===== config.mk =====
export PLATFORM = sky130hd
export DESIGN_NAME = impact_event_capture
export DESIGN_NICKNAME = d
export VERILOG_FILES = /design/src/hdl/iec_pkg.sv /design/src/hdl/iec_front.sv /design/src/hdl/iec_queue.sv /design/src/hdl/iec_back.sv /design/src/hdl/impact_event_capture.sv
export SDC_FILE = /design/constraint.sdc
export NUM_CORES = 2
export LEC_CHECK = 0
export BUFFER_PORTS_ARGS = -buffer_cell sky130_fd_sc_hd__buf_2
export CAP_MARGIN = 0
export CORE_AREA = 3 3 339 341
export CTS_CLUSTER_DIAMETER = 50
export DETAILED_ROUTE_END_ITERATION = 8
export DIE_AREA = 0 0 342 344
export MAX_ROUTING_LAYER = met4
export PLACE_DENSITY = 0.87
export SLEW_MARGIN = 20
export SYNTH_ARGS = -nofsm -noshare
export SYNTH_HDL_FRONTEND = slang
export SYNTH_SLANG_ARGS = --single-unit

===== constraint.sdc =====
create_clock -name clk -period 15 [get_ports clk]
set_input_delay 3 -clock clk [delete_from_list [all_inputs] [get_ports clk]]
set_output_delay 3 -clock clk [all_outputs]
set_load 0.03 [all_outputs]

===== src/hdl/iec_pkg.sv =====
// ----------------------------------------------------------------------------
// Impact event capture package
// Result kinds, register map, command format and shared structs.
// ----------------------------------------------------------------------------
package iec_pkg;

  // Result kinds.
  localparam logic [1:0] KIND_BG   = 2'd0;
  localparam logic [1:0] KIND_PRE  = 2'd1;
  localparam logic [1:0] KIND_HIT  = 2'd2;
  localparam logic [1:0] KIND_END  = 2'd3;

  // Register indexes (word address bits).
  localparam logic [1:0] REG_START = 2'd0;
  localparam logic [1:0] REG_END   = 2'd1;
  localparam logic [1:0] REG_POST  = 2'd2;
  localparam logic [1:0] REG_SKIP  = 2'd3;

  localparam int unsigned ADDR_W = 4;
  localparam int unsigned DATA_W = 32;

  // Register reset values.
  localparam logic [15:0] START_RST = 16'd8192;
  localparam logic [15:0] END_RST   = 16'd819;
  localparam logic [15:0] POST_RST  = 16'd32;
  localparam logic [15:0] SKIP_RST  = 16'd10;

  // One g in the sample scale.
  localparam logic [15:0] ONE_G = 16'd4096;

  // What the back end has to do for one sample.
  typedef enum logic [1:0] {
    OP_NONE   = 2'd0,  // history write only
    OP_SINGLE = 2'd1,  // one result together with the history write
    OP_BURST  = 2'd2   // stored history, current sample, history write
  } cmd_op_t;

  typedef struct packed {
    cmd_op_t            op;
    logic [1:0]         kind;
    logic signed [15:0] x;
    logic signed [15:0] y;
    logic signed [15:0] z;
    logic [15:0]        length;
  } cmd_t;

  typedef struct packed {
    logic [15:0] start_thr;
    logic [15:0] end_thr;
    logic [15:0] post_min;
    logic [15:0] bg_skip;
  } cfg_t;

  typedef struct packed {
    logic [1:0]         kind;
    logic signed [15:0] x;
    logic signed [15:0] y;
    logic signed [15:0] z;
    logic [15:0]        length;
    logic               last;
  } res_t;

endpackage


===== src/hdl/iec_front.sv =====
// ----------------------------------------------------------------------------
// Impact event capture front end
// Takes a sample, forms its magnitude with a shared multiplier and a
// bit-pair square root, classifies it and issues one command.
// ----------------------------------------------------------------------------
module iec_front (
  input  logic               clk,
  input  logic               rst_n,
  input  iec_pkg::cfg_t      cfg,
  input  logic               in_push,
  output logic               in_full,
  input  logic signed [15:0] in_x,
  input  logic signed [15:0] in_y,
  input  logic signed [15:0] in_z,
  input  logic               q_full,
  output logic               q_push,
  output iec_pkg::cmd_t      q_cmd
);

  typedef enum logic [4:0] {
    F_IDLE = 5'b00001,
    F_MUL  = 5'b00010,
    F_ROOT = 5'b00100,
    F_DYN  = 5'b01000,
    F_PUSH = 5'b10000
  } fstate_t;

  fstate_t            state_r, state_nxt;
  logic signed [15:0] sx_r, sy_r, sz_r;
  logic [31:0]        prod_r, sum_r, rad_r;
  logic [1:0]         mcnt_r;
  logic [17:0]        rem_r;
  logic [15:0]        root_r, dyn_r;
  logic [3:0]         rcnt_r;

  logic               hit_r;
  logic [15:0]        post_left_r, bg_cnt_r, len_r;

  logic signed [15:0] mul_op;
  logic signed [31:0] sq;
  logic [17:0]        rem_sh, trial;
  logic               take_bit;

  // Classification results.
  logic               start_hit, end_hit, bg_emit;
  logic [15:0]        len_inc, bg_inc;

  assign in_full = (state_r != F_IDLE);

  always_comb begin
    case (mcnt_r)
      2'd0:    mul_op = sx_r;
      2'd1:    mul_op = sy_r;
      default: mul_op = sz_r;
    endcase
  end
  assign sq = mul_op * mul_op;

  assign rem_sh   = {rem_r[15:0], rad_r[31:30]};
  assign trial    = {root_r, 2'b01};
  assign take_bit = (rem_sh >= trial);

  assign start_hit = !hit_r && (dyn_r > cfg.start_thr);
  assign len_inc   = (len_r == 16'hFFFF) ? len_r : len_r + 16'd1;
  assign end_hit   = hit_r && (dyn_r < cfg.end_thr) && (post_left_r == 16'd0);
  assign bg_inc    = (bg_cnt_r == 16'hFFFF) ? bg_cnt_r : bg_cnt_r + 16'd1;
  assign bg_emit   = (bg_inc >= cfg.bg_skip);

  always_comb begin
    q_cmd.x      = sx_r;
    q_cmd.y      = sy_r;
    q_cmd.z      = sz_r;
    q_cmd.length = 16'd0;
    if (start_hit) begin
      q_cmd.op   = iec_pkg::OP_BURST;
      q_cmd.kind = iec_pkg::KIND_HIT;
    end else if (end_hit) begin
      q_cmd.op     = iec_pkg::OP_SINGLE;
      q_cmd.kind   = iec_pkg::KIND_END;
      q_cmd.length = len_inc;
    end else if (hit_r) begin
      q_cmd.op   = iec_pkg::OP_SINGLE;
      q_cmd.kind = iec_pkg::KIND_HIT;
    end else begin
      q_cmd.op   = bg_emit ? iec_pkg::OP_SINGLE : iec_pkg::OP_NONE;
      q_cmd.kind = iec_pkg::KIND_BG;
    end
  end

  assign q_push = (state_r == F_PUSH) && !q_full;

  always_comb begin
    state_nxt = state_r;
    case (state_r)
      F_IDLE:  if (in_push) state_nxt = F_MUL;
      F_MUL:   if (mcnt_r == 2'd3) state_nxt = F_ROOT;
      F_ROOT:  if (rcnt_r == 4'd15) state_nxt = F_DYN;
      F_DYN:   state_nxt = F_PUSH;
      F_PUSH:  if (!q_full) state_nxt = F_IDLE;
      default: state_nxt = F_IDLE;
    endcase
  end

  always_ff @(posedge clk) begin
    if (!rst_n) begin
      state_r     <= F_IDLE;
      hit_r       <= 1'b0;
      post_left_r <= 16'd0;
      bg_cnt_r    <= 16'd0;
      len_r       <= 16'd0;
    end else begin
      state_r <= state_nxt;
      if (q_push) begin
        if (start_hit) begin
          hit_r       <= 1'b1;
          post_left_r <= cfg.post_min;
          len_r       <= 16'd1;
        end else if (hit_r) begin
          len_r <= len_inc;
          if (end_hit) begin
            hit_r <= 1'b0;
          end else if (post_left_r != 16'd0) begin
            post_left_r <= post_left_r - 16'd1;
          end
        end else begin
          bg_cnt_r <= bg_emit ? 16'd0 : bg_inc;
        end
      end
    end
  end

  // Datapath, no reset needed.
  always_ff @(posedge clk) begin
    case (state_r)
      F_IDLE: begin
        sx_r   <= in_x;
        sy_r   <= in_y;
        sz_r   <= in_z;
        mcnt_r <= 2'd0;
        sum_r  <= 32'd0;
      end
      F_MUL: begin
        prod_r <= unsigned'(sq);
        mcnt_r <= mcnt_r + 2'd1;
        if (mcnt_r != 2'd0) sum_r <= sum_r + prod_r;
        if (mcnt_r == 2'd3) begin
          rad_r  <= sum_r + prod_r;
          rem_r  <= 18'd0;
          root_r <= 16'd0;
          rcnt_r <= 4'd0;
        end
      end
      F_ROOT: begin
        rad_r  <= {rad_r[29:0], 2'b00};
        rcnt_r <= rcnt_r + 4'd1;
        if (take_bit) begin
          rem_r  <= rem_sh - trial;
          root_r <= {root_r[14:0], 1'b1};
        end else begin
          rem_r  <= rem_sh;
          root_r <= {root_r[14:0], 1'b0};
        end
      end
      F_DYN: begin
        dyn_r <= (root_r >= iec_pkg::ONE_G) ? root_r - iec_pkg::ONE_G
                                            : iec_pkg::ONE_G - root_r;
      end
      default: ;
    endcase
  end

endmodule


===== src/hdl/iec_queue.sv =====
// ----------------------------------------------------------------------------
// Impact event capture command queue
// Two-entry queue that decouples the front end from the back end.
// ----------------------------------------------------------------------------
module iec_queue (
  input  logic          clk,
  input  logic          rst_n,
  input  logic          wr_en,
  input  iec_pkg::cmd_t wr_data,
  output logic          full,
  input  logic          rd_en,
  output iec_pkg::cmd_t rd_data,
  output logic          empty
);

  iec_pkg::cmd_t slot_r [2];
  logic          wr_ptr_r, rd_ptr_r;
  logic [1:0]    count_r;

  assign full    = (count_r == 2'd2);
  assign empty   = (count_r == 2'd0);
  assign rd_data = slot_r[rd_ptr_r];

  always_ff @(posedge clk) begin
    if (!rst_n) begin
      wr_ptr_r <= 1'b0;
      rd_ptr_r <= 1'b0;
      count_r  <= 2'd0;
    end else begin
      if (wr_en && !full) wr_ptr_r <= ~wr_ptr_r;
      if (rd_en && !empty) rd_ptr_r <= ~rd_ptr_r;
      case ({wr_en && !full, rd_en && !empty})
        2'b10:   count_r <= count_r + 2'd1;
        2'b01:   count_r <= count_r - 2'd1;
        default: count_r <= count_r;
      endcase
    end
  end

  always_ff @(posedge clk) begin
    if (wr_en && !full) slot_r[wr_ptr_r] <= wr_data;
  end

endmodule


===== src/hdl/iec_back.sv =====
// ----------------------------------------------------------------------------
// Impact event capture back end
// Carries out commands: replays the history memory, emits results through
// an output register and writes each sample into the history.
// ----------------------------------------------------------------------------
module iec_back #(
  parameter int unsigned PRE_DEPTH = 16
) (
  input  logic          clk,
  input  logic          rst_n,
  input  logic          q_empty,
  input  iec_pkg::cmd_t q_cmd,
  output logic          q_pop,
  output logic          res_valid,
  output iec_pkg::res_t res,
  input  logic          res_pop
);

  localparam int unsigned AW = (PRE_DEPTH > 1) ? $clog2(PRE_DEPTH) : 1;
  localparam int unsigned CW = $clog2(PRE_DEPTH + 1);
  localparam logic [AW:0]   DEPTH_W  = (AW + 1)'(PRE_DEPTH);
  localparam logic [AW-1:0] LAST_PTR = AW'(PRE_DEPTH - 1);
  localparam logic [CW-1:0] DEPTH_C  = CW'(PRE_DEPTH);

  typedef enum logic [3:0] {
    B_IDLE = 4'b0001,
    B_READ = 4'b0010,
    B_HIST = 4'b0100,
    B_CUR  = 4'b1000
  } bstate_t;

  bstate_t         state_r, state_nxt;
  iec_pkg::cmd_t   cmd_r;
  logic [AW-1:0]   ptr_r;
  logic [CW-1:0]   idx_r;
  logic [PRE_DEPTH-1:0] vld_r;
  logic [47:0]     mem_r [PRE_DEPTH];
  logic [47:0]     rd_data_r;
  logic            rd_vld_r;
  logic            out_valid_r;
  iec_pkg::res_t   out_r;

  logic            slot_free;
  logic [AW:0]     addr_sum;
  logic [AW-1:0]   rd_addr;
  logic            hist_wr;
  logic            load_pre, load_cur;
  logic [47:0]     pre_data;

  assign slot_free = !out_valid_r || res_pop;
  assign addr_sum  = {1'b0, ptr_r} + {1'b0, idx_r[AW-1:0]};
  assign rd_addr   = (addr_sum >= DEPTH_W) ? AW'(addr_sum - DEPTH_W) : addr_sum[AW-1:0];

  assign q_pop    = (state_r == B_IDLE) && !q_empty;
  assign load_pre = (state_r == B_HIST) && slot_free;
  assign load_cur = (state_r == B_CUR) && (cmd_r.op != iec_pkg::OP_NONE) && slot_free;
  assign hist_wr  = (state_r == B_CUR) && ((cmd_r.op == iec_pkg::OP_NONE) || slot_free);
  assign pre_data = rd_vld_r ? rd_data_r : 48'd0;

  assign res_valid = out_valid_r;
  assign res       = out_r;

  always_comb begin
    state_nxt = state_r;
    case (state_r)
      B_IDLE:  if (!q_empty) state_nxt = (q_cmd.op == iec_pkg::OP_BURST) ? B_READ : B_CUR;
      B_READ:  state_nxt = B_HIST;
      B_HIST:  if (slot_free) state_nxt = (idx_r == DEPTH_C) ? B_CUR : B_READ;
      B_CUR:   if (hist_wr) state_nxt = B_IDLE;
      default: state_nxt = B_IDLE;
    endcase
  end

  always_ff @(posedge clk) begin
    if (!rst_n) begin
      state_r     <= B_IDLE;
      ptr_r       <= '0;
      vld_r       <= '0;
      out_valid_r <= 1'b0;
    end else begin
      state_r <= state_nxt;
      if (hist_wr) begin
        vld_r[ptr_r] <= 1'b1;
        ptr_r        <= (ptr_r == LAST_PTR) ? '0 : ptr_r + AW'(1);
      end
      if (load_pre || load_cur) begin
        out_valid_r <= 1'b1;
      end else if (res_pop) begin
        out_valid_r <= 1'b0;
      end
    end
  end

  always_ff @(posedge clk) begin
    if (q_pop) begin
      cmd_r <= q_cmd;
      idx_r <= '0;
    end
    if (state_r == B_READ) begin
      rd_data_r <= mem_r[rd_addr];
      rd_vld_r  <= vld_r[rd_addr];
      idx_r     <= idx_r + CW'(1);
    end
    if (hist_wr) mem_r[ptr_r] <= {cmd_r.x, cmd_r.y, cmd_r.z};
    if (load_pre) begin
      out_r.kind   <= iec_pkg::KIND_PRE;
      out_r.x      <= pre_data[47:32];
      out_r.y      <= pre_data[31:16];
      out_r.z      <= pre_data[15:0];
      out_r.length <= 16'd0;
      out_r.last   <= 1'b0;
    end else if (load_cur) begin
      out_r.kind   <= cmd_r.kind;
      out_r.x      <= cmd_r.x;
      out_r.y      <= cmd_r.y;
      out_r.z      <= cmd_r.z;
      out_r.length <= cmd_r.length;
      out_r.last   <= 1'b1;
    end
  end

endmodule


===== src/hdl/impact_event_capture.sv =====
// ----------------------------------------------------------------------------
// Impact event capture
// Pre-trigger and post-trigger capture of impact events in a stream of
// three-axis acceleration samples.
// ----------------------------------------------------------------------------
// Usage:
// Samples enter through a queue-style port: a transfer happens when push is
// high and full is low. Results leave the same way: the oldest result sits
// on the out_ ports while empty is low and is transferred when pop is high.
// Registers are to be written by the user over the APB-style port only
// while the block is idle; the block itself does not enforce this. For each
// sample the front end forms the sum of squares on the shared 16x16
// multiplier, takes sixteen square-root steps, forms the dynamic
// acceleration and issues a command; it takes no new sample until it is
// back in idle. A hit start replays the history memory entry by entry (one
// read, one load of the output register each); the front end keeps working
// on later samples meanwhile, up to the two-entry command queue. Reset
// clears the hit state, counters, the history valid bits and all queues,
// and loads the register defaults. When the receiver stalls, the output
// register holds its result, the back end waits, the queue fills and full
// then stays high until results are taken again.
// ----------------------------------------------------------------------------
module impact_event_capture #(
  parameter int unsigned PRE_DEPTH = 16
) (
  input  logic                               clk,
  input  logic                               rst_n,
  // Sample channel
  input  logic                               push,
  output logic                               full,
  input  logic signed [15:0]                 in_accel_x,
  input  logic signed [15:0]                 in_accel_y,
  input  logic signed [15:0]                 in_accel_z,
  // Result channel
  output logic                               empty,
  input  logic                               pop,
  output logic [1:0]                         out_kind,
  output logic signed [15:0]                 out_x,
  output logic signed [15:0]                 out_y,
  output logic signed [15:0]                 out_z,
  output logic [15:0]                        out_event_length,
  output logic                               out_last,
  // Register port
  input  logic                               psel,
  input  logic                               penable,
  input  logic                               pwrite,
  input  logic [iec_pkg::ADDR_W-1:0]         paddr,
  input  logic [iec_pkg::DATA_W-1:0]         pwdata,
  output logic [iec_pkg::DATA_W-1:0]         prdata,
  output logic                               pready
);

  iec_pkg::cfg_t cfg_r;
  iec_pkg::cmd_t f_cmd, q_cmd;
  iec_pkg::res_t res;
  logic          f_push, q_full, q_empty, q_pop, res_valid;
  logic          cfg_wr;
  logic [15:0]   rd_word;

  // The register port never inserts wait states.
  assign pready = 1'b1;
  assign cfg_wr = psel && penable && pwrite;

  always_ff @(posedge clk) begin
    if (!rst_n) begin
      cfg_r.start_thr <= iec_pkg::START_RST;
      cfg_r.end_thr   <= iec_pkg::END_RST;
      cfg_r.post_min  <= iec_pkg::POST_RST;
      cfg_r.bg_skip   <= iec_pkg::SKIP_RST;
    end else if (cfg_wr) begin
      case (paddr[3:2])
        iec_pkg::REG_START: cfg_r.start_thr <= pwdata[15:0];
        iec_pkg::REG_END:   cfg_r.end_thr   <= pwdata[15:0];
        iec_pkg::REG_POST:  cfg_r.post_min  <= pwdata[15:0];
        iec_pkg::REG_SKIP:  cfg_r.bg_skip   <= pwdata[15:0];
        default: ;
      endcase
    end
  end

  always_comb begin
    case (paddr[3:2])
      iec_pkg::REG_START: rd_word = cfg_r.start_thr;
      iec_pkg::REG_END:   rd_word = cfg_r.end_thr;
      iec_pkg::REG_POST:  rd_word = cfg_r.post_min;
      iec_pkg::REG_SKIP:  rd_word = cfg_r.bg_skip;
      default:            rd_word = 16'd0;
    endcase
  end
  assign prdata = {16'd0, rd_word};

  // Front end: magnitude, classification and hit bookkeeping.
  iec_front u_front (
    .clk     (clk),
    .rst_n   (rst_n),
    .cfg     (cfg_r),
    .in_push (push),
    .in_full (full),
    .in_x    (in_accel_x),
    .in_y    (in_accel_y),
    .in_z    (in_accel_z),
    .q_full  (q_full),
    .q_push  (f_push),
    .q_cmd   (f_cmd)
  );

  // Commands wait here while the back end replays history or is stalled.
  iec_queue u_queue (
    .clk     (clk),
    .rst_n   (rst_n),
    .wr_en   (f_push),
    .wr_data (f_cmd),
    .full    (q_full),
    .rd_en   (q_pop),
    .rd_data (q_cmd),
    .empty   (q_empty)
  );

  // Back end: history memory and the output register.
  iec_back #(
    .PRE_DEPTH (PRE_DEPTH)
  ) u_back (
    .clk       (clk),
    .rst_n     (rst_n),
    .q_empty   (q_empty),
    .q_cmd     (q_cmd),
    .q_pop     (q_pop),
    .res_valid (res_valid),
    .res       (res),
    .res_pop   (pop && res_valid)
  );

  assign empty            = !res_valid;
  assign out_kind         = res.kind;
  assign out_x            = res.x;
  assign out_y            = res.y;
  assign out_z            = res.z;
  assign out_event_length = res.length;
  assign out_last         = res.last;

endmodule


After elaboration in Yosys (flattened, before gate mapping)
Memories as Yosys holds them, arrays and structs flattened. A register that Yosys moved wholly into a read port is not among the register bits.
Index checks and enable logic that the tools add are counted.
{ "op_classes": {"addsub": 15, "mul": 1, "order_cmp": 9, "eq_ne": 33, "mux": 65, "bitwise": 5, "reduce_logical": 49} }
{ "op_table": {"columns": ["cell", "count"], "rows": [
  ["2-to-1 mux 16 bit", 15],
  ["2-to-1 mux 65 bit", 2],
  ["one-hot mux 32 bit (2 select lines)", 2],
  ["one-hot mux 16 bit (2 select lines)", 3],
  ["2-to-1 mux 32 bit", 2],
  ["one-hot mux 16 bit (4 select lines)", 1],
  ["2-to-1 mux 48 bit", 1],
  ["2-to-1 mux 4 bit", 11],
  ["adder 16 x 1 -> 16 bit (second input constant)", 2],
  ["adder 32 bit", 1],
  ["equality test 16 bit (second input constant)", 2],
  ["multiplier 16 x 16 -> 32 bit", 1],
  ["2-to-1 mux 5 bit", 6],
  ["one-hot mux 5 bit (5 select lines)", 1],
  ["nonzero test 2 bit", 10],
  ["greater-or-equal comparator 18 bit", 1],
  ["greater-or-equal comparator 16 x 13 -> 1 bit (second input constant)", 1],
  ["greater-or-equal comparator 16 bit", 1],
  ["> comparator 16 bit", 1],
  ["zero test 16 bit", 1],
  ["< comparator 16 bit", 1],
  ["bitwise OR 16 bit", 1],
  ["one-hot mux 4 bit (4 select lines)", 1],
  ["nonzero test 16 bit", 1],
  ["other kinds (40)", 108]
]} }
{ "word_totals": {"ff_bits": 486, "ram_bits": 904, "out_inout_bits": 102, "memories": 2} }
{ "memory_table": {"columns": ["memory", "words", "word_bits", "rd", "rd_ports_with_merged_regs", "write_ports", "line", "text"], "rows": [
  ["u_back.mem_r", 16, 48, 1, 1, 1, "iec_back.sv:37", "logic [47:0] mem_r [PRE_DEPTH];"],
  ["u_queue.slot_r", 2, 68, 1, 1, 1, "iec_queue.sv:16", "iec_pkg::cmd_t slot_r [2];"]
]} }

Longest topological paths before layout
{ "logic_depth": {"word_depth": 7, "ltp_mapped": 32, "mapped_depth_nobuf": 29} }

Cells and area by module
A second synthesis with hierarchy kept.
{ "unflattened": {"hier_cells": 4737, "hier_area_um2": 68501.9} }
{ "by_module_without_submodules": {"columns": ["module", "n_inst", "cells_each", "area_per_inst_um2"], "rows": [
  ["iec_back", 1, 1812, 37225.7],
  ["iec_front", 1, 2408, 23039.6],
  ["iec_queue", 1, 238, 5132.4],
  ["impact_event_capture", 1, 279, 3104.2]
]} }

Worst setup path before layout
Ideal clock, no wire load.
{ "synth_timing": {"path_kind": "reg2reg", "from": "register u_back.state_r[2]", "to": "register u_queue.count_r[1]", "t_arrival_ns": 8.751, "required_time_ns": 14.930, "setup_slack_ns": 6.179, "stages_incl_launch_ff": 6, "n_path_buf": 0, "cell_sequence": "dfxtp_1 nand2b_1 nor4_1 ha_1 or3_1 a21oi_1"} }
{ "synth_via": {"elab_chain_cells": 5, "word_cells_on_any_way": 7, "classes_between": "3 x eq/ne; 1 x mux; 3 x reduce/logical"} }
{ "synth_rtl": {"columns": ["element", "line", "text"], "rows": [
  ["start: declaration", "iec_back.sv:32", "bstate_t state_r, state_nxt;"],
  ["start signal: assignment", "iec_back.sv:81", "state_r <= state_nxt;"],
  ["equality test 4 x 1 -> 1 bit (*)", "iec_back.sv:54", "assign q_pop = (state_r == B_IDLE) && !q_empty;"],
  ["logical AND 1 bit (*)", "iec_back.sv:54", null],
  ["via q_pop", "impact_event_capture.sv:56", "logic f_push, q_full, q_empty, q_pop, res_valid;"],
  ["logical AND 1 bit (*)", "iec_queue.sv:32", "case ({wr_en && !full, rd_en && !empty})"],
  ["equality test 2 x 1 -> 1 bit / equality test 2 bit (equally long branches)", "iec_queue.sv:32", null],
  ["one-hot mux 2 bit (2 select lines) / nonzero test 2 bit (equally long branches)", null, null],
  ["end signal: assignment", "iec_queue.sv:33", "2'b10: count_r <= count_r + 2'd1;"],
  ["end signal: assignment", "iec_queue.sv:34", "2'b01: count_r <= count_r - 2'd1;"],
  ["end signal: assignment", "iec_queue.sv:35", "default: count_r <= count_r;"],
  ["end: declaration", "iec_queue.sv:18", "logic [1:0] count_r;"]
]} }
The timed path passes the listed nets; every way through them passes the cells marked *.
A chain may end at the register's enable or synchronous reset.

Final worst setup path
{ "layout_timing": {"from": "register u_front.mcnt_r[0]", "to": "register u_front.prod_r[30] (data pin)"} }
{ "layout_via": {"elab_chain_cells": 3, "word_cells_on_any_way": 4, "classes_between": "1 x mul; 1 x eq/ne; 1 x mux; 1 x reduce/logical"} }
{ "layout_rtl": {"columns": ["element", "line", "text"], "rows": [
  ["start: declaration", "iec_front.sv:31", "logic [1:0] mcnt_r;"],
  ["start signal: assignment", "iec_front.sv:144", "mcnt_r <= mcnt_r + 2'd1;"],
  ["equality test 2 x 1 -> 1 bit / zero test 2 bit (equally long branches)", "iec_front.sv:51", "case (mcnt_r)"],
  ["one-hot mux 16 bit (2 select lines) (*)", "iec_front.sv:51", null],
  ["multiplier 16 x 16 -> 32 bit (*)", "iec_front.sv:57", "assign sq = mul_op * mul_op;"],
  ["via u_front.sq[30]", "iec_front.sv:40", "logic signed [31:0] sq;"],
  ["end signal: assignment", "iec_front.sv:143", "prod_r <= unsigned'(sq);"],
  ["end: declaration", "iec_front.sv:30", "logic [31:0] prod_r, sum_r, rad_r;"]
]} }
Marks and branches as above.

==> results.md <==
Status:
- The run finished with clean final reports.

Global routing:
- The first global-routing pass estimated 255000 µm of wire.
- The aggregate global routing overflow is 0.
- Entering global routing, the biggest net connects 90 pins.
- The number of global-route vias before repair came to 42000.
- The number of antenna violations at the first check in global routing is 19.
- In the global route stage, overall resource usage came out at 0.299.

Floorplanning:
- The floorplan step set the die width to 342 µm.
- 193 I/O pins were placed.
- The core area is 112000 µm².
- In this run the vertical extent of the chip is 344 µm.
- The initial cell density of the core is 0.600.
- The initialized floorplan defines 123 standard-cell rows.
- The die area is 118000 µm².

Min path:
- The launch point of the worst hold path is u_front.sz_r[3]$_DFFE_PP_.
- The path type of the worst min-delay path is reg -> reg.
- The endpoint with the worst hold slack is u_queue.slot_r[1][19]$_DFFE_PP_.
- Along the worst hold path, the cell count comes to 0.

Route:
- The first-iteration detailed-routing DRC count is 4707.
- After detailed routing, the average wire length per cell comes to 26.3 µm.
- The number of vias in the routed layout is 41400.
- In this run the remaining antenna-violating nets after routing total 0.
- The count of unresolved DRC violations after routing is 0.
- The detail-routed via count per cell is 6.42.
- The first-pass iteration count of the detailed router is 5.
- Wire segments on met2 add up to 84500 µm in the final route.
- For this block, the routed nets add up to 169000 µm of wire.
- The highest metal layer used by the detailed router is met4.
- The routed length on met1 is 59600 µm.
- Summed over all nets, wire length on met3 after detailed routing comes to 16600 µm.

Logic synthesis:
- The synthesized design spends more area on one cell type than any other, namely sky130_fd_sc_hd__edfxtp_1.
- In this run the cell area of the synthesized design comes to 67300 µm².
- The portion of synthesized cell area occupied by the leading cell type is 0.567.
- Ranked by total cell area, the synthesized netlist is headed by sky130_fd_sc_hd__edfxtp_1 57%, sky130_fd_sc_hd__mux4_2 7.1%, sky130_fd_sc_hd__fa_1 6.9%, sky130_fd_sc_hd__dfxtp_1 5.0%, sky130_fd_sc_hd__ha_1 3.9%.
- The count of cell types in the netlist is 86.
- The number of register bits inferred by synthesis is 1438.
- The commonest register cell after synthesis is sky130_fd_sc_hd__edfxtp_1.
- The synthesized netlist cell count is 4666.
- The number of flops mapped to enable cells by yosys is 1271.
- The number of warnings issued by yosys is 0.
- The fraction of synthesis flops using an asynchronous set or reset pin is 0.
- For this run, the register share of the synthesized area comes to 0.617.
- In the synthesized netlist, the cells that appear most often are 1271 x sky130_fd_sc_hd__edfxtp_1, 456 x sky130_fd_sc_hd__nand2_1, 411 x sky130_fd_sc_hd__inv_1.
- The synthesized area per cell is 14.4 µm².
- The leading cell type by number of instances after synthesis is sky130_fd_sc_hd__edfxtp_1.

Worst setup path:
- For the worst flop-to-flop path, the logic depth is 29.
- The largest driver fanout on the critical path is 18.
- STA classifies the critical path endpoint as a flop.
- The worst register-to-register path begins at u_front.mcnt_r[0]$_SDFFCE_PN0P_.
- In this run the critical register-to-register path is captured at u_front.prod_r[30]$_DFFE_PP_.
- The cell with the largest stage delay on the worst path is sky130_fd_sc_hd__ha_1.
- The worst setup path startpoint is u_front.mcnt_r[0]$_SDFFCE_PN0P_.
- The required time reported for the critical path endpoint is 15.48 ns.
- The setup check on the worst reg-to-reg path leaves a slack of 6.36 ns.
- The classification of the worst setup path is reg -> reg.
- The highest cell delay on the worst timing path is 0.63 ns.
- The worst setup path is launched from a flop.
- The worst path arrival time is 9.12 ns.

Final layout:
- Of the cells placed in the final design, the portion with a size suffix greater than 1 is 0.153.
- The synthesis-to-layout area growth is 10.5%.
- The final layout contains 5352 nets.

Clock tree:
- The number of clock buffers inserted by TritonCTS is 143.
- The clock passes through at most 3 buffers.
- For the worst-skew pair, the clock arrives at the later sink with an insertion delay of 0.81 ns.
- The CTS tree is built.
- The clock-pin slew on the worst setup and hold paths is 0.06 ns.
- In this run the number of H-tree levels came out at 4.
- The number of buffers inserted by hold repair at cts is 0.
- Gates resized during post-CTS repair numbered 0.
- The number of clock sinks seen by CTS is 1438.
- The post-CTS setup buffer count is 0.
- In this run the clock root is driven by a sky130_fd_sc_hd__clkbuf_16.

STA:
- The total of endpoints with negative setup slack in the final report is 0.
- Setup repair after global routing left no endpoint under its margin.
- The number of slew-limit violations in the final report is 0.
- The tightest slew margin relative to the limit is 0.263.
- Of the available clock period, the critical path in the final layout requires 0.576.
- For the pin with the worst max-slew slack, the measured transition is 1.11 ns.
- Adding up every negative setup slack in the final design gives 0 ns.
- The number of endpoints with negative hold slack in the final report came to 0.
- Across the routed clock network, the largest skew measured is 0.0873 ns.
- Static timing analysis puts the maximum clock frequency at 0.116 GHz.
- The final period demand of the worst path is 8.64 ns.

Flow run:
- Across the run, the number of max-cap violations was 0.

Placement:
- At the end of routability-driven placement, the weighted congestion stood at 0.929.
- In this run the tool buffered the top-level ports with 157 buffer cells.
- After legalization and detailed placement, the total HPWL measured 97400 µm.
==> cell usage in the layout (no fill, tap or decap), types with 144 or more instances in the layout <==
| master | Yosys | final |
|---|---|---|
| sky130_fd_sc_hd__fa_1 | 233 | 232 |
| sky130_fd_sc_hd__edfxtp_1 | 1271 | 1271 |
| sky130_fd_sc_hd__clkbuf_16 | 0 | 144 |
| sky130_fd_sc_hd__dfxtp_1 | 167 | 166 |
| sky130_fd_sc_hd__mux4_2 | 212 | 212 |
| sky130_fd_sc_hd__nor2_1 | 268 | 252 |
| sky130_fd_sc_hd__nand2_1 | 456 | 455 |
| sky130_fd_sc_hd__ha_1 | 208 | 207 |
| sky130_fd_sc_hd__inv_1 | 411 | 409 |
| sky130_fd_sc_hd__a21oi_1 | 197 | 197 |
| sky130_fd_sc_hd__buf_2 | 16 | 157 |
==> layer usage <==
| metal | vias to the layer above | global-route usage |
|---|---|---|
| li1 | 17400 | - |
| met1 | 20700 | 0.369 |
| met2 | 2722 | 0.484 |
| met3 | 585 | 0.0558 |
| met4 | 0 | 0.139 |
| met5 | - | - |
==> area by class of cell <==
| type | count | area, µm² |
|---|---|---|
| tap | 1500 | 1880 |
| antenna | 11 | 27.5 |
| fill | 7106 | 37800 |
| inverter | 419 | 1570 |
| multi-input combinational | 2606 | 23600 |
| clock inverter | 68 | 772 |
| clock buffer | 189 | 3830 |
| sequential | 1438 | 41500 |
| timing repair buffer | 212 | 1210 |
==> worst max-delay path, delay by kind of cell (launching register included) <==
| family | cells | cell delay, ns |
|---|---|---|
| simple gates | 3 | 0.49 |
| flops | 1 | 0.47 |
| xor+xnor | 1 | 0.10 |
| fa+ha+maj | 8 | 3.96 |
| compound gates | 8 | 1.93 |
| buf+inv | 9 | 1.38 |
==> per-stage QoR <==
stage               worst slack (ns)   util  cells  hold WS, ns  area [µm²]
floorplan                       6.18      -   4681        0.433       67300
global placement                6.80  0.621   6175        0.441       69700
detailed placement              6.63  0.621   6175        0.445       69700
CTS                             6.49  0.662   6432        0.444       74300
global route                    5.96  0.663   6442        0.463       74400
finish                          6.36  0.663   6443        0.451       74400
==> how the worst max path moves through the flow <==
stage,end,slack [ns],cells after the start
3_5_place_dp,u_front.prod_r[30]$_DFFE_PP_,6.63,29
4_1_cts,u_front.prod_r[30]$_DFFE_PP_,6.49,29
5_1_grt,u_front.prod_r[30]$_DFFE_PP_,5.96,29
3_3_place_gp,u_front.prod_r[30]$_DFFE_PP_,6.80,29
2_1_floorplan,u_queue.count_r[1]$_SDFFE_PN0P_,6.18,5
6_report,u_front.prod_r[30]$_DFFE_PP_,6.36,29
==> state kept, by name, summed over array words and instances (netlist names), 31 cells and up, named ones only <==
name / cells
u_back.mem_r: 768
u_queue.slot_r: 136
u_back.cmd_r: 68
u_back.res: 67
cfg_r: 64
u_back.rd_data_r: 48
u_front.rad_r: 32
u_front.sum_r: 32
u_front.prod_r: 31
==> kinds of logic after synthesis <==
family,after synthesis,synth area share
buffers and inverters,637,0.0370
AOI/OAI and AO/OA,672,0.0659
DFF,1438,0.617
xor gates and xnor gates,138,0.0180
adders and majority gates,441,0.108
muxes,290,0.0839
and+or+nand+nor,1048,0.0701
other,2,0.000112
Power is left out: the tool's default activity adds up to more than one toggle a clock period on the data nets, which glitch-free logic cannot reach.
